$ cat src/hdl/qbv_pkg.sv
package qbv_pkg;

   // field and register widths
   localparam int WORD_W    = 32;
   localparam int LIMIT_W   = 11;
   localparam int QUADS_W   = 11;
   localparam int SLOT_O_W  = 5;
   localparam int BSLOTS_W  = 6;
   localparam int PADDR_W   = 3;

   // batch sizing
   localparam int MAX_QUADS         = 1024;
   localparam int NUM_SLOTS_DEFAULT = 32;

   // register reset values
   localparam logic [WORD_W-1:0]  WHITE_RESET = '0;
   localparam logic [LIMIT_W-1:0] LIMIT_RESET = LIMIT_W'(1000);

   // register indexes (taken from paddr bit 2)
   localparam logic REG_WHITE = 1'b0;
   localparam logic REG_LIMIT = 1'b1;

   // result kinds
   localparam logic KIND_VERTEX = 1'b0;
   localparam logic KIND_MARKER = 1'b1;

   // opcodes
   localparam logic OP_DRAW  = 1'b0;
   localparam logic OP_CLOSE = 1'b1;

   // controller to datapath commands
   typedef struct packed {
      logic       load;
      logic       emit_mark;
      logic       mark_last;
      logic       search;
      logic       emit_vtx;
      logic [1:0] corner;
   } qbv_cmd_type;

   // datapath to controller status
   typedef struct packed {
      logic flush_due;
      logic search_done;
   } qbv_sts_type;

endpackage

$ cat src/hdl/qbv_csr.sv
module qbv_csr
   import qbv_pkg::*;
(
   input  logic                clock,
   input  logic                reset,
   input  logic                psel,
   input  logic                penable,
   input  logic                pwrite,
   input  logic [PADDR_W-1:0]  paddr,
   input  logic [WORD_W-1:0]   pwdata,
   output logic [WORD_W-1:0]   prdata,
   output logic                pready,
   output logic [WORD_W-1:0]   white_id,
   output logic [LIMIT_W-1:0]  quad_limit
);

   logic [WORD_W-1:0]  white_ff, white_in;
   logic [LIMIT_W-1:0] limit_ff, limit_in;
   logic               wr_en;
   logic               reg_sel;

   assign pready  = 1'b1;
   assign wr_en   = psel & penable & pwrite;
   assign reg_sel = paddr[2];

   // register write decode
   always_comb begin
      white_in = white_ff;
      limit_in = limit_ff;
      if (wr_en) begin
         case (reg_sel)
            REG_WHITE: white_in = pwdata;
            REG_LIMIT: limit_in = pwdata[LIMIT_W-1:0];
            default: ;
         endcase
      end
   end

   always_ff @(posedge clock) begin
      if (reset) begin
         white_ff <= WHITE_RESET;
         limit_ff <= LIMIT_RESET;
      end else begin
         white_ff <= white_in;
         limit_ff <= limit_in;
      end
   end

   // read mux
   always_comb begin
      case (reg_sel)
         REG_WHITE: prdata = white_ff;
         REG_LIMIT: prdata = WORD_W'(limit_ff);
         default:   prdata = '0;
      endcase
   end

   assign white_id   = white_ff;
   assign quad_limit = limit_ff;

endmodule

$ cat src/hdl/qbv_ctrl.sv
module qbv_ctrl
   import qbv_pkg::*;
(
   input  logic        clock,
   input  logic        reset,
   input  logic        start,
   input  logic        opcode,
   output logic        busy,
   input  qbv_sts_type sts,
   output qbv_cmd_type cmd
);

   typedef enum logic [3:0] {
      ST_IDLE = 4'b0001,
      ST_MARK = 4'b0010,
      ST_SRCH = 4'b0100,
      ST_VTX  = 4'b1000
   } state_type;

   state_type  state_ff, state_in;
   logic       close_ff, close_in;
   logic [1:0] corner_ff, corner_in;

   assign busy = (state_ff != ST_IDLE);

   // next state and commands
   always_comb begin
      state_in   = state_ff;
      close_in   = close_ff;
      corner_in  = corner_ff;
      cmd        = '0;
      cmd.corner = corner_ff;
      case (state_ff)
         ST_IDLE: begin
            if (start) begin
               cmd.load = 1'b1;
               close_in = (opcode == OP_CLOSE);
               if (opcode == OP_CLOSE || sts.flush_due) begin
                  state_in = ST_MARK;
               end else begin
                  state_in = ST_SRCH;
               end
            end
         end
         ST_MARK: begin
            cmd.emit_mark = 1'b1;
            cmd.mark_last = close_ff;
            state_in      = close_ff ? ST_IDLE : ST_SRCH;
         end
         ST_SRCH: begin
            cmd.search = 1'b1;
            if (sts.search_done) begin
               corner_in = 2'd0;
               state_in  = ST_VTX;
            end
         end
         ST_VTX: begin
            cmd.emit_vtx = 1'b1;
            corner_in    = corner_ff + 2'd1;
            if (corner_ff == 2'd3) begin
               state_in = ST_IDLE;
            end
         end
         default: state_in = ST_IDLE;
      endcase
   end

   always_ff @(posedge clock) begin
      if (reset) begin
         state_ff  <= ST_IDLE;
         close_ff  <= 1'b0;
         corner_ff <= 2'd0;
      end else begin
         state_ff  <= state_in;
         close_ff  <= close_in;
         corner_ff <= corner_in;
      end
   end

endmodule

$ cat src/hdl/qbv_datapath.sv
module qbv_datapath
   import qbv_pkg::*;
#(
   parameter int NUM_SLOTS = NUM_SLOTS_DEFAULT
)
(
   input  logic                       clock,
   input  logic                       reset,
   input  qbv_cmd_type                cmd,
   output qbv_sts_type                sts,
   input  logic [WORD_W-1:0]          white_id,
   input  logic [LIMIT_W-1:0]         quad_limit,
   input  logic [WORD_W-1:0]          req_texture_id,
   input  logic signed [WORD_W-1:0]   req_axis0_x,
   input  logic signed [WORD_W-1:0]   req_axis0_y,
   input  logic signed [WORD_W-1:0]   req_axis1_x,
   input  logic signed [WORD_W-1:0]   req_axis1_y,
   input  logic signed [WORD_W-1:0]   req_trans_x,
   input  logic signed [WORD_W-1:0]   req_trans_y,
   input  logic [WORD_W-1:0]          req_color,
   output logic                       rsp_valid,
   output logic                       rsp_kind,
   output logic signed [WORD_W-1:0]   rsp_pos_x,
   output logic signed [WORD_W-1:0]   rsp_pos_y,
   output logic                       rsp_tex_u,
   output logic                       rsp_tex_v,
   output logic [SLOT_O_W-1:0]        rsp_slot,
   output logic                       rsp_slot_is_new,
   output logic [WORD_W-1:0]          rsp_texture_out,
   output logic [WORD_W-1:0]          rsp_vertex_color,
   output logic [QUADS_W-1:0]         rsp_batch_quads,
   output logic [BSLOTS_W-1:0]        rsp_batch_slots,
   output logic                       rsp_last
);

   localparam int SLOT_W = $clog2(NUM_SLOTS);
   localparam int SU_W   = $clog2(NUM_SLOTS + 1);
   localparam int SUM_W  = WORD_W + 2;
   localparam logic signed [SUM_W-1:0] POS_MAX = SUM_W'((64'sd1 <<< (WORD_W-1)) - 1);
   localparam logic signed [SUM_W-1:0] POS_MIN = -SUM_W'(64'sd1 <<< (WORD_W-1));

   // batch state
   logic [SU_W-1:0]    slots_used_ff, slots_used_in;
   logic [QUADS_W-1:0] quad_count_ff, quad_count_in;
   logic [SLOT_W-1:0]  idx_ff, idx_in;

   // latched request
   logic [WORD_W-1:0]        tex_ff, color_ff;
   logic signed [WORD_W-1:0] h0x_ff, h0y_ff, h1x_ff, h1y_ff, tx_ff, ty_ff;
   logic [SLOT_W-1:0]        slot_ff;
   logic                     is_new_ff;

   // slot table
   logic [WORD_W-1:0] slot_mem [NUM_SLOTS];
   logic [WORD_W-1:0] rd_ff;

   // result registers
   logic                     valid_ff;
   logic                     kind_ff;
   logic signed [WORD_W-1:0] pos_x_ff, pos_y_ff;
   logic                     u_ff, v_ff;
   logic [SLOT_O_W-1:0]      oslot_ff;
   logic                     onew_ff;
   logic [WORD_W-1:0]        otex_ff, ocolor_ff;
   logic [QUADS_W-1:0]       bq_ff;
   logic [BSLOTS_W-1:0]      bs_ff;
   logic                     last_ff;

   logic [LIMIT_W-1:0]       limit_eff;
   logic [WORD_W-1:0]        cmp_id;
   logic                     hit, at_end;
   logic                     s0, s1;
   logic signed [SUM_W-1:0]  sum_x, sum_y;
   logic signed [WORD_W-1:0] sat_x, sat_y;

   // effective quad limit, clamped to 1..MAX_QUADS
   always_comb begin
      if (quad_limit == '0) begin
         limit_eff = LIMIT_W'(1);
      end else if (quad_limit > LIMIT_W'(MAX_QUADS)) begin
         limit_eff = LIMIT_W'(MAX_QUADS);
      end else begin
         limit_eff = quad_limit;
      end
   end

   assign sts.flush_due = (quad_count_ff >= limit_eff) ||
                          (slots_used_ff > SU_W'(NUM_SLOTS - 1));

   // slot search compare, one entry per cycle
   assign cmp_id          = (idx_ff == '0) ? white_id : rd_ff;
   assign hit             = (cmp_id == tex_ff);
   assign at_end          = (SU_W'(idx_ff) == slots_used_ff - SU_W'(1));
   assign sts.search_done = hit | at_end;

   // batch bookkeeping
   always_comb begin
      slots_used_in = slots_used_ff;
      quad_count_in = quad_count_ff;
      idx_in        = idx_ff;
      if (cmd.load) begin
         idx_in = '0;
      end
      if (cmd.emit_mark) begin
         slots_used_in = SU_W'(1);
         quad_count_in = '0;
      end
      if (cmd.search) begin
         if (sts.search_done) begin
            quad_count_in = quad_count_ff + QUADS_W'(1);
            if (!hit) begin
               slots_used_in = slots_used_ff + SU_W'(1);
            end
         end else begin
            idx_in = idx_ff + SLOT_W'(1);
         end
      end
   end

   always_ff @(posedge clock) begin
      if (reset) begin
         slots_used_ff <= SU_W'(1);
         quad_count_ff <= '0;
         idx_ff        <= '0;
      end else begin
         slots_used_ff <= slots_used_in;
         quad_count_ff <= quad_count_in;
         idx_ff        <= idx_in;
      end
   end

   // slot table write on a new binding, registered read of the next entry
   always_ff @(posedge clock) begin
      if (cmd.search && sts.search_done && !hit) begin
         slot_mem[SLOT_W'(slots_used_ff)] <= tex_ff;
      end
      rd_ff <= slot_mem[idx_in];
   end

   // request capture and slot result
   always_ff @(posedge clock) begin
      if (cmd.load) begin
         tex_ff   <= req_texture_id;
         color_ff <= req_color;
         h0x_ff   <= req_axis0_x >>> 1;
         h0y_ff   <= req_axis0_y >>> 1;
         h1x_ff   <= req_axis1_x >>> 1;
         h1y_ff   <= req_axis1_y >>> 1;
         tx_ff    <= req_trans_x;
         ty_ff    <= req_trans_y;
      end
      if (cmd.search && sts.search_done) begin
         slot_ff   <= hit ? idx_ff : SLOT_W'(slots_used_ff);
         is_new_ff <= !hit;
      end
   end

   // corner position: translation plus or minus each half axis, saturated
   assign s0 = cmd.corner[0] ^ cmd.corner[1];
   assign s1 = cmd.corner[1];

   always_comb begin
      sum_x = SUM_W'(tx_ff)
            + (s0 ? SUM_W'(h0x_ff) : -SUM_W'(h0x_ff))
            + (s1 ? SUM_W'(h1x_ff) : -SUM_W'(h1x_ff));
      sum_y = SUM_W'(ty_ff)
            + (s0 ? SUM_W'(h0y_ff) : -SUM_W'(h0y_ff))
            + (s1 ? SUM_W'(h1y_ff) : -SUM_W'(h1y_ff));
      if (sum_x > POS_MAX) begin
         sat_x = POS_MAX[WORD_W-1:0];
      end else if (sum_x < POS_MIN) begin
         sat_x = POS_MIN[WORD_W-1:0];
      end else begin
         sat_x = sum_x[WORD_W-1:0];
      end
      if (sum_y > POS_MAX) begin
         sat_y = POS_MAX[WORD_W-1:0];
      end else if (sum_y < POS_MIN) begin
         sat_y = POS_MIN[WORD_W-1:0];
      end else begin
         sat_y = sum_y[WORD_W-1:0];
      end
   end

   // result strobe
   always_ff @(posedge clock) begin
      if (reset) begin
         valid_ff <= 1'b0;
      end else begin
         valid_ff <= cmd.emit_mark | cmd.emit_vtx;
      end
   end

   // result payload
   always_ff @(posedge clock) begin
      if (cmd.emit_mark) begin
         kind_ff   <= KIND_MARKER;
         pos_x_ff  <= '0;
         pos_y_ff  <= '0;
         u_ff      <= 1'b0;
         v_ff      <= 1'b0;
         oslot_ff  <= '0;
         onew_ff   <= 1'b0;
         otex_ff   <= '0;
         ocolor_ff <= '0;
         bq_ff     <= quad_count_ff;
         bs_ff     <= BSLOTS_W'(slots_used_ff);
         last_ff   <= cmd.mark_last;
      end else if (cmd.emit_vtx) begin
         kind_ff   <= KIND_VERTEX;
         pos_x_ff  <= sat_x;
         pos_y_ff  <= sat_y;
         u_ff      <= s0;
         v_ff      <= s1;
         oslot_ff  <= SLOT_O_W'(slot_ff);
         onew_ff   <= is_new_ff;
         otex_ff   <= tex_ff;
         ocolor_ff <= color_ff;
         bq_ff     <= '0;
         bs_ff     <= '0;
         last_ff   <= (cmd.corner == 2'd3);
      end
   end

   assign rsp_valid        = valid_ff;
   assign rsp_kind         = kind_ff;
   assign rsp_pos_x        = pos_x_ff;
   assign rsp_pos_y        = pos_y_ff;
   assign rsp_tex_u        = u_ff;
   assign rsp_tex_v        = v_ff;
   assign rsp_slot         = oslot_ff;
   assign rsp_slot_is_new  = onew_ff;
   assign rsp_texture_out  = otex_ff;
   assign rsp_vertex_color = ocolor_ff;
   assign rsp_batch_quads  = bq_ff;
   assign rsp_batch_slots  = bs_ff;
   assign rsp_last         = last_ff;

endmodule

$ cat src/hdl/quad_batch_vertex_setup_unit.sv
// start is registered into the controller state; each result is then registered onto the ports
// draw: forced marker if due, then search one slot entry per cycle up to a hit or the last in use
// then four vertices; a new draw or close is taken only in idle, after the previous one is through
// close: one marker out; results come one per cycle on rsp_valid outside the slot search, no stall
// next start is taken while the last vertex of the previous request is on the result ports
// reset (synchronous): idle, slots in use 1, quad count 0, registers to defaults
module quad_batch_vertex_setup_unit
   import qbv_pkg::*;
#(
   parameter int NUM_SLOTS = NUM_SLOTS_DEFAULT
)
(
   input  logic                       clock,
   input  logic                       reset,
   input  logic                       start,
   output logic                       busy,
   input  logic                       req_opcode,
   input  logic [WORD_W-1:0]          req_texture_id,
   input  logic signed [WORD_W-1:0]   req_axis0_x,
   input  logic signed [WORD_W-1:0]   req_axis0_y,
   input  logic signed [WORD_W-1:0]   req_axis1_x,
   input  logic signed [WORD_W-1:0]   req_axis1_y,
   input  logic signed [WORD_W-1:0]   req_trans_x,
   input  logic signed [WORD_W-1:0]   req_trans_y,
   input  logic [WORD_W-1:0]          req_color,
   output logic                       rsp_valid,
   output logic                       rsp_kind,
   output logic signed [WORD_W-1:0]   rsp_pos_x,
   output logic signed [WORD_W-1:0]   rsp_pos_y,
   output logic                       rsp_tex_u,
   output logic                       rsp_tex_v,
   output logic [SLOT_O_W-1:0]        rsp_slot,
   output logic                       rsp_slot_is_new,
   output logic [WORD_W-1:0]          rsp_texture_out,
   output logic [WORD_W-1:0]          rsp_vertex_color,
   output logic [QUADS_W-1:0]         rsp_batch_quads,
   output logic [BSLOTS_W-1:0]        rsp_batch_slots,
   output logic                       rsp_last,
   input  logic                       psel,
   input  logic                       penable,
   input  logic                       pwrite,
   input  logic [PADDR_W-1:0]         paddr,
   input  logic [WORD_W-1:0]          pwdata,
   output logic [WORD_W-1:0]          prdata,
   output logic                       pready
);

   logic [WORD_W-1:0]  white_id;
   logic [LIMIT_W-1:0] quad_limit;
   qbv_cmd_type        cmd;
   qbv_sts_type        sts;

   // configuration registers
   qbv_csr u_csr (
      .clock      (clock),
      .reset      (reset),
      .psel       (psel),
      .penable    (penable),
      .pwrite     (pwrite),
      .paddr      (paddr),
      .pwdata     (pwdata),
      .prdata     (prdata),
      .pready     (pready),
      .white_id   (white_id),
      .quad_limit (quad_limit)
   );

   // sequencing
   qbv_ctrl u_ctrl (
      .clock  (clock),
      .reset  (reset),
      .start  (start),
      .opcode (req_opcode),
      .busy   (busy),
      .sts    (sts),
      .cmd    (cmd)
   );

   // slot search, corner math and result registers
   qbv_datapath #(
      .NUM_SLOTS (NUM_SLOTS)
   ) u_datapath (
      .clock            (clock),
      .reset            (reset),
      .cmd              (cmd),
      .sts              (sts),
      .white_id         (white_id),
      .quad_limit       (quad_limit),
      .req_texture_id   (req_texture_id),
      .req_axis0_x      (req_axis0_x),
      .req_axis0_y      (req_axis0_y),
      .req_axis1_x      (req_axis1_x),
      .req_axis1_y      (req_axis1_y),
      .req_trans_x      (req_trans_x),
      .req_trans_y      (req_trans_y),
      .req_color        (req_color),
      .rsp_valid        (rsp_valid),
      .rsp_kind         (rsp_kind),
      .rsp_pos_x        (rsp_pos_x),
      .rsp_pos_y        (rsp_pos_y),
      .rsp_tex_u        (rsp_tex_u),
      .rsp_tex_v        (rsp_tex_v),
      .rsp_slot         (rsp_slot),
      .rsp_slot_is_new  (rsp_slot_is_new),
      .rsp_texture_out  (rsp_texture_out),
      .rsp_vertex_color (rsp_vertex_color),
      .rsp_batch_quads  (rsp_batch_quads),
      .rsp_batch_slots  (rsp_batch_slots),
      .rsp_last         (rsp_last)
   );

endmodule

$ cat config.mk
export PLATFORM = sky130hd
export DESIGN_NAME = quad_batch_vertex_setup_unit
export DESIGN_NICKNAME = d
export VERILOG_FILES = /design/src/hdl/qbv_pkg.sv /design/src/hdl/qbv_csr.sv /design/src/hdl/qbv_ctrl.sv /design/src/hdl/qbv_datapath.sv /design/src/hdl/quad_batch_vertex_setup_unit.sv
export SDC_FILE = /design/constraint.sdc
export NUM_CORES = 2
export LEC_CHECK = 0
export ABC_CLOCK_PERIOD_IN_PS = 17500
export BUFFER_PORTS_ARGS = -buffer_cell sky130_fd_sc_hd__buf_4
export CAP_MARGIN = 20
export CORE_MARGIN = 2
export CORE_UTILIZATION = 52
export CTS_BUF_LIST = sky130_fd_sc_hd__clkbuf_16
export DETAILED_ROUTE_END_ITERATION = 10
export PLACE_DENSITY_LB_ADDON = 0.12
export SETUP_SLACK_MARGIN = 0.05
export SYNTH_ARGS = -nofsm -noshare
export SYNTH_HDL_FRONTEND = slang
export SYNTH_HIERARCHICAL = 1
export SYNTH_SLANG_ARGS = --single-unit
$ cat constraint.sdc
create_clock -name clock -period 17.5 [get_ports clock]
set_input_delay 1.75 -clock clock [delete_from_list [all_inputs] [get_ports clock]]
set_output_delay 1.75 -clock clock [all_outputs]
set_load 0.02 [all_outputs]
; ---- Word level (Yosys, flattened, before mapping)
; Memory sizes are Yosys's and may differ from the RTL's. A register that Yosys moved wholly into a read port is not among the register bits.
; Cells that the tools add are included.
[op_classes]
n_addsub = 13
order_cmp = 7
eq_ne = 11
mux = 44
bitwise = 6
reduce_logical = 14
[ops]
columns = operator, count
row1 = two-way mux 32 bit, 5
row2 = two-way mux 34 bit, 4
row3 = negator 31 -> 34 bit, 4
row4 = two-way mux 11 bit, 7
row5 = adder 32 x 34 -> 34 bit, 2
row6 = adder 34 bit, 2
row7 = greater-than comparator 34 x 32 -> 1 bit (second input constant), 2
row8 = less-than comparator 34 x 32 -> 1 bit (second input constant), 2
row9 = one-hot mux 32 bit (2 select lines), 1
row10 = two-way mux 6 bit, 6
row11 = == test 32 bit, 1
row12 = two-way mux 5 bit, 4
row13 = one-hot mux 4 bit (4 select lines), 1
row14 = two-way mux 4 bit, 3
row15 = adder 11 x 1 -> 11 bit (second input constant), 1
row16 = greater-or-equal comparator 11 bit, 1
row17 = greater-than comparator 11 bit (second input constant), 1
row18 = zero test 11 bit, 1
row19 = two-way mux 1 bit, 8
row20 = AND reduction 2 bit, 4
row21 = adder 6 x 1 -> 6 bit (second input constant), 1
row22 = == test 5 x 6 -> 1 bit, 1
row23 = greater-than comparator 6 x 5 -> 1 bit (second input constant), 1
row24 = two-way mux 3 bit, 2
row25 = 23 further kinds, 30
[word_totals]
reg_bits = 486
mem_bits_rw = 1024
out_inout_bits = 190
mem_count = 1
[mem_list]
columns = memory, depth, word_bits, rd, rd_ports_with_merged_regs, wr, line
row1 = u_datapath.slot_mem, 32, 32, 1, 1, 1, qbv_datapath.sv:54  ; logic [WORD_W-1:0] slot_mem [NUM_SLOTS];

; ---- Longest topological paths before layout
[depth]
ltp_word = 9
ltp_mapped = 27
mapped_depth_nobuf = 25

; ---- Hierarchy
; The synthesis kept the hierarchy.
[modules_own_cells]
columns = mod, n_inst, cells_each, area_per_inst_um2, seq_area_each_um2
row1 = qbv_datapath, 1, 4252, 64526.9, 42881.1
row2 = qbv_csr, 1, 221, 2170.8, 860.8
row3 = qbv_ctrl, 1, 42, 384.1, 140.1

; ---- Least setup slack after synthesis
; OpenSTA, ideal clock, no wires.
[synth_path]
path_kind = input -> register
startpoint = in start
endpoint = reg u_datapath.rd_ff[0], read port of u_datapath.slot_mem
setup_time_ns = 0.134
arrival_ns = 14.381
t_required_ns = 17.366
setup_slack_ns = 2.986
cell_stages = 12
path_buffers = 3
path_cell_list = inv_1 nor2_1 clkbuf_1 inv_1 nand2_1 mux2_4 buf_6 buf_2 mux4_2 a22o_1 nor2_1 o211ai_1
[synth_rtl]
columns = item, line
row1 = "start, declared", quad_batch_vertex_setup_unit.sv:15  ; input logic start,
row2 = "end, declared", qbv_datapath.sv:55  ; logic [WORD_W-1:0] rd_ff;

; ---- Worst setup path after layout
[layout_path]
startpoint = reg u_datapath.idx_ff[0]
endpoint = reg u_datapath.rd_ff[14], read port of u_datapath.slot_mem
[layout_via]
elab_chain_cells = 6
[layout_lines]
columns = item, line
row1 = "start, declared", qbv_datapath.sv:45  ; logic [SLOT_W-1:0] idx_ff, idx_in;
row2 = "start signal, assigned", qbv_datapath.sv:128  ; idx_ff <= idx_in;
row3 = zero test 5 bit, qbv_datapath.sv:91  ; assign cmp_id = (idx_ff == '0) ? white_id : rd_ff;
row4 = two-way mux 32 bit, qbv_datapath.sv:91
row5 = == test 32 bit, qbv_datapath.sv:92  ; assign hit = (cmp_id == tex_ff);
row6 = OR 1 bit, qbv_datapath.sv:94  ; assign sts.search_done = hit | at_end;
row7 = two-way mux 5 bit, qbv_datapath.sv:109  ; if (sts.search_done) begin
row8 = two-way mux 5 bit *, qbv_datapath.sv:108  ; if (cmd.search) begin
; Every way passes the cells marked *; elsewhere a longest branch is shown, timed or not.
; A chain may end at the register's enable or synchronous reset.

==> flow_metrics.py <==
metrics = {
    "outcome": {
        "status": "finished clean",
    },
    "cts": {
        "h-tree-depth": 4,
        "ctsHoldBuffers": 0,
        "numCtsBuffers": 159,
        "cts_sinks": 1542,
        "cts_tree": "yes",
        "insertion_delay_ns": 0.79,
        "clock_path_buffers": 3,
        "clk_pin_slew_ns": 0.06,
        "clock-root-buffer": "clkbuf_16",
        "cts_resized": 0,
        "cts_setup_buffers": 0,
    },
    "synth": {
        "synth_edf_count": 1300,
        "netlist_area_um2": 67100,
        "syn_inst": 4515,
        "synth-seq-cells": 1542,
        "ys.warnings.count": 6,
        "async_reset_ff_share_pct": 0,
        "synth.avg_cell_area_um2": 14.9,
        "yosysSeqAreaShare_pct": 65.4,
        "yosysUniqueCellTypes": 96,
        "ys.flop_type": "edfxtp_1",
        "synthesis.nets": 4970,
    },
    "layout": {
        "area_delta_synth_final_pct": 15.9,
        "post-route-util_pct": 60.8,
        "drive_above_1_share_pct": 21.6,
        "fin_area_um2": 77800,
        "nNetsFinal": 5507,
    },
    "power_and_ir_drop": {
        "power.density_nw_per_um2": 145,
        "ir_worst_vdd_v": 0.000135,
        "leakage_nw": 28.0,
    },
    "floorplanning": {
        "start_util_pct": 52.5,
        "coreArea_um2": 128000,
        "rows": 131,
        "die_area_um2": 132000,
        "die_h_um": 363,
        "ios": 488,
        "die_w_um": 363,
    },
    "global_route": {
        "grt_pass1_vias": 38900,
        "grt_pass1_wl_um": 249000,
        "grt_overflow": 0,
        "grt_antenna_before_repair": 3,
        "gr-usage-all-layers_pct": 25.5,
        "grt_start_max_net_pins": 127,
    },
    "routing": {
        "vias": 39400,
        "first_iter_violations": 3490,
        "dr.pass1.iters": 7,
        "wire_per_inst_um": 24.8,
        "wl_um": 170000,
        "antenna_left": 0,
        "drc": 0,
        "routed_via_density": 5.75,
    },
    "timing": {
        "setup_ws_ns": 10.17,
        "fin_crit_sh_pct": 41.9,
        "relSlewSlack_pct": 26.9,
        "skew_ns": 0.0385,
        "tightest_slew_ns": 1.10,
        "setup_tns_ns": 0,
        "drv_slew": 0,
        "setup_viol_count_final": 0,
        "rsz0062_at_grt": "no",
        "timing.hold.ws_ns": 0.458,
        "max_freq_mhz": 136,
        "finalHoldViolations": 0,
        "period_minus_slack_ns": 7.33,
    },
    "min_path": {
        "worst_hold_path.endpoint": "u_datapath/rsp_kind$_SDFFE_PP1P_",
        "hold_path_depth": 1,
        "holdCritPathClass": "flop to flop",
        "min-delay-start": "u_datapath/rsp_kind$_SDFFE_PP1P_",
    },
    "place": {
        "port_buffers": 480,
        "place_hpwl_um": 107000,
        "placedInstanceArea_um2": 72900,
        "place.gp.congestion": 0.890,
        "dp_slack_ns": 10.26,
    },
    "critical_path": {
        "cp.required_ns": 18.13,
        "cp_top_family": "simple AND/OR/NAND/NOR gates",
        "cpMostUsedCell": "buf_4",
        "regToRegSetupSlack_ns": 10.17,
        "crit_arrival_ns": 7.96,
        "path_buf_inv": 3,
        "cp.depth": 15,
        "crit_path_end_kind": "flop",
        "critPathKind": "flop to flop",
        "regToRegStartpoint": "u_datapath/idx_ff[0]$_SDFF_PP0_",
        "critPathSlowestCell": "or4b_1",
        "cp_cell_sequence": "inv_1 > ha_1 > or4b_1 > o21ai_1 > o221ai_1 > nor4_1 > nand2_1 > o211ai_4 > mux2_8 > buf_4 > buf_4 > mux4_2 > a22o_1 > nor2_1 > o211ai_1",
        "slowest_delay_ns": 0.82,
        "crit_path_max_fanout": 53,
        "timing.rr.end": "u_datapath/rd_ff[14]$_DFF_P_",
        "start_kind": "flop",
        "rr_worst_depth": 15,
    },
    "flow_run": {
        "maxCapViolations": 0,
    },
}
==> sequential cells by signal (all words and copies together) (netlist names), 32 cells and up <==
signal	count
u_datapath/rsp_texture_out	32
u_datapath/color_ff	32
u_datapath/slot_mem	1024
u_datapath/ty_ff	32
u_datapath/tex_ff	32
u_csr/white_id	32
u_datapath/rsp_pos_y	32
u_datapath/rsp_vertex_color	32
u_datapath/tx_ff	32
u_datapath/rsp_pos_x	32
u_datapath/rd_ff	32
==> report_power, final <==
| group | internal, W | switching (W) |
|---|---|---|
| Sequential | 0.00447 | 0.000191 |
| Clock | 0.00175 | 0.00140 |
| Combinational | 0.00132 | 0.00215 |
==> worst max path at each step <==
stage | to | from
after floorplan | u_datapath/rd_ff[0]$_DFF_P_ | start
after global placement | u_datapath/rd_ff[15]$_DFF_P_ | u_datapath/idx_ff[0]$_SDFF_PP0_
after detailed placement | u_datapath/rd_ff[15]$_DFF_P_ | u_datapath/idx_ff[0]$_SDFF_PP0_
after CTS | u_datapath/rd_ff[15]$_DFF_P_ | u_datapath/idx_ff[0]$_SDFF_PP0_
after global routing | u_datapath/rsp_pos_y[2]$_SDFFE_PP0P_ | u_datapath/h1y_ff[3]$_DFFE_PP_
final | u_datapath/rd_ff[14]$_DFF_P_ | u_datapath/idx_ff[0]$_SDFF_PP0_
==> cells in the mapped netlist (63+ instances only) <==
cell | number | area, um2
edfxtp_1 | 1300 | 39000
mux2i_1 | 420 | 4200
nor2_1 | 351 | 1320
inv_1 | 266 | 998
dfxtp_1 | 242 | 4840
xnor2_1 | 156 | 1370
a21oi_1 | 155 | 776
mux4_2 | 128 | 2880
nand2_1 | 120 | 450
mux2_2 | 113 | 1270
clkbuf_1 | 111 | 417
ha_1 | 89 | 1110
nand2b_1 | 80 | 500
a211oi_1 | 75 | 563
o21ai_0 | 75 | 375
fa_1 | 68 | 1360
a22o_1 | 63 | 552
==> cell families after synthesis <==
family                   share of synthesized area, %
flip-flops                                       65.4
XOR/XNOR                                         2.61
AND/OR/NAND/NOR                                  5.85
AO/OA/AOI/OAI                                    6.81
other                                         0.00559
buffers and inverters                            3.11
multiplexers                                     12.5
adder cells (fa/ha/maj)                          3.69
==> per-layer routing <==
metal | global-route usage [%] | wire, um | up-vias
met3 | 5.25 | 12100 | 228
met5 | 0 | 27 | -
li1 | - | - | 18000
met4 | 7.38 | 4320 | 4
met1 | 34.1 | 69900 | 19800
met2 | 42.6 | 83700 | 1328
==> final cells by class <==
class                      count  area (um2)
antenna                        1        2.50
sequential                  1542       43900
tap                         1662        2080
fill                        9851       50100
clock buffer                 165        4130
clock inverter               128         741
inverter                     271        1020
timing repair buffer         587        4450
multi-input combinational   2491       21400
==> cells in the final DEF (no fill, tap or decap), types with 20 or more instances in the layout <==
cell type,n
o22ai_1,45
nor2b_1,42
and2_1,27
inv_1,306
fa_1,68
nand3_1,28
mux2i_1,419
mux4_2,128
a21o_1,40
clkbuf_16,165
a22o_1,63
xnor2_1,156
clkinv_2,28
nor2_1,322
nand2b_1,80
dfxtp_1,241
nor4_1,26
a211oi_1,75
o211ai_1,43
nand2_1,119
a211o_1,36
edfxtp_1,1300
buf_4,584
nor2_4,29
o21ai_0,75
a31oi_1,20
nor3_1,38
clkinv_1,41
mux2_2,113
ha_1,88
a21oi_1,154
xor2_1,41
==> per-stage QoR <==
step                      cells  total power, W
after floorplan            4515         0.00716
after global placement     6552         0.00815
after detailed placement   6552         0.00819
after CTS                  6845          0.0114
after global routing       6846          0.0119
final                      6847          0.0113
No activity file was read; power rests on OpenSTA's default activity.
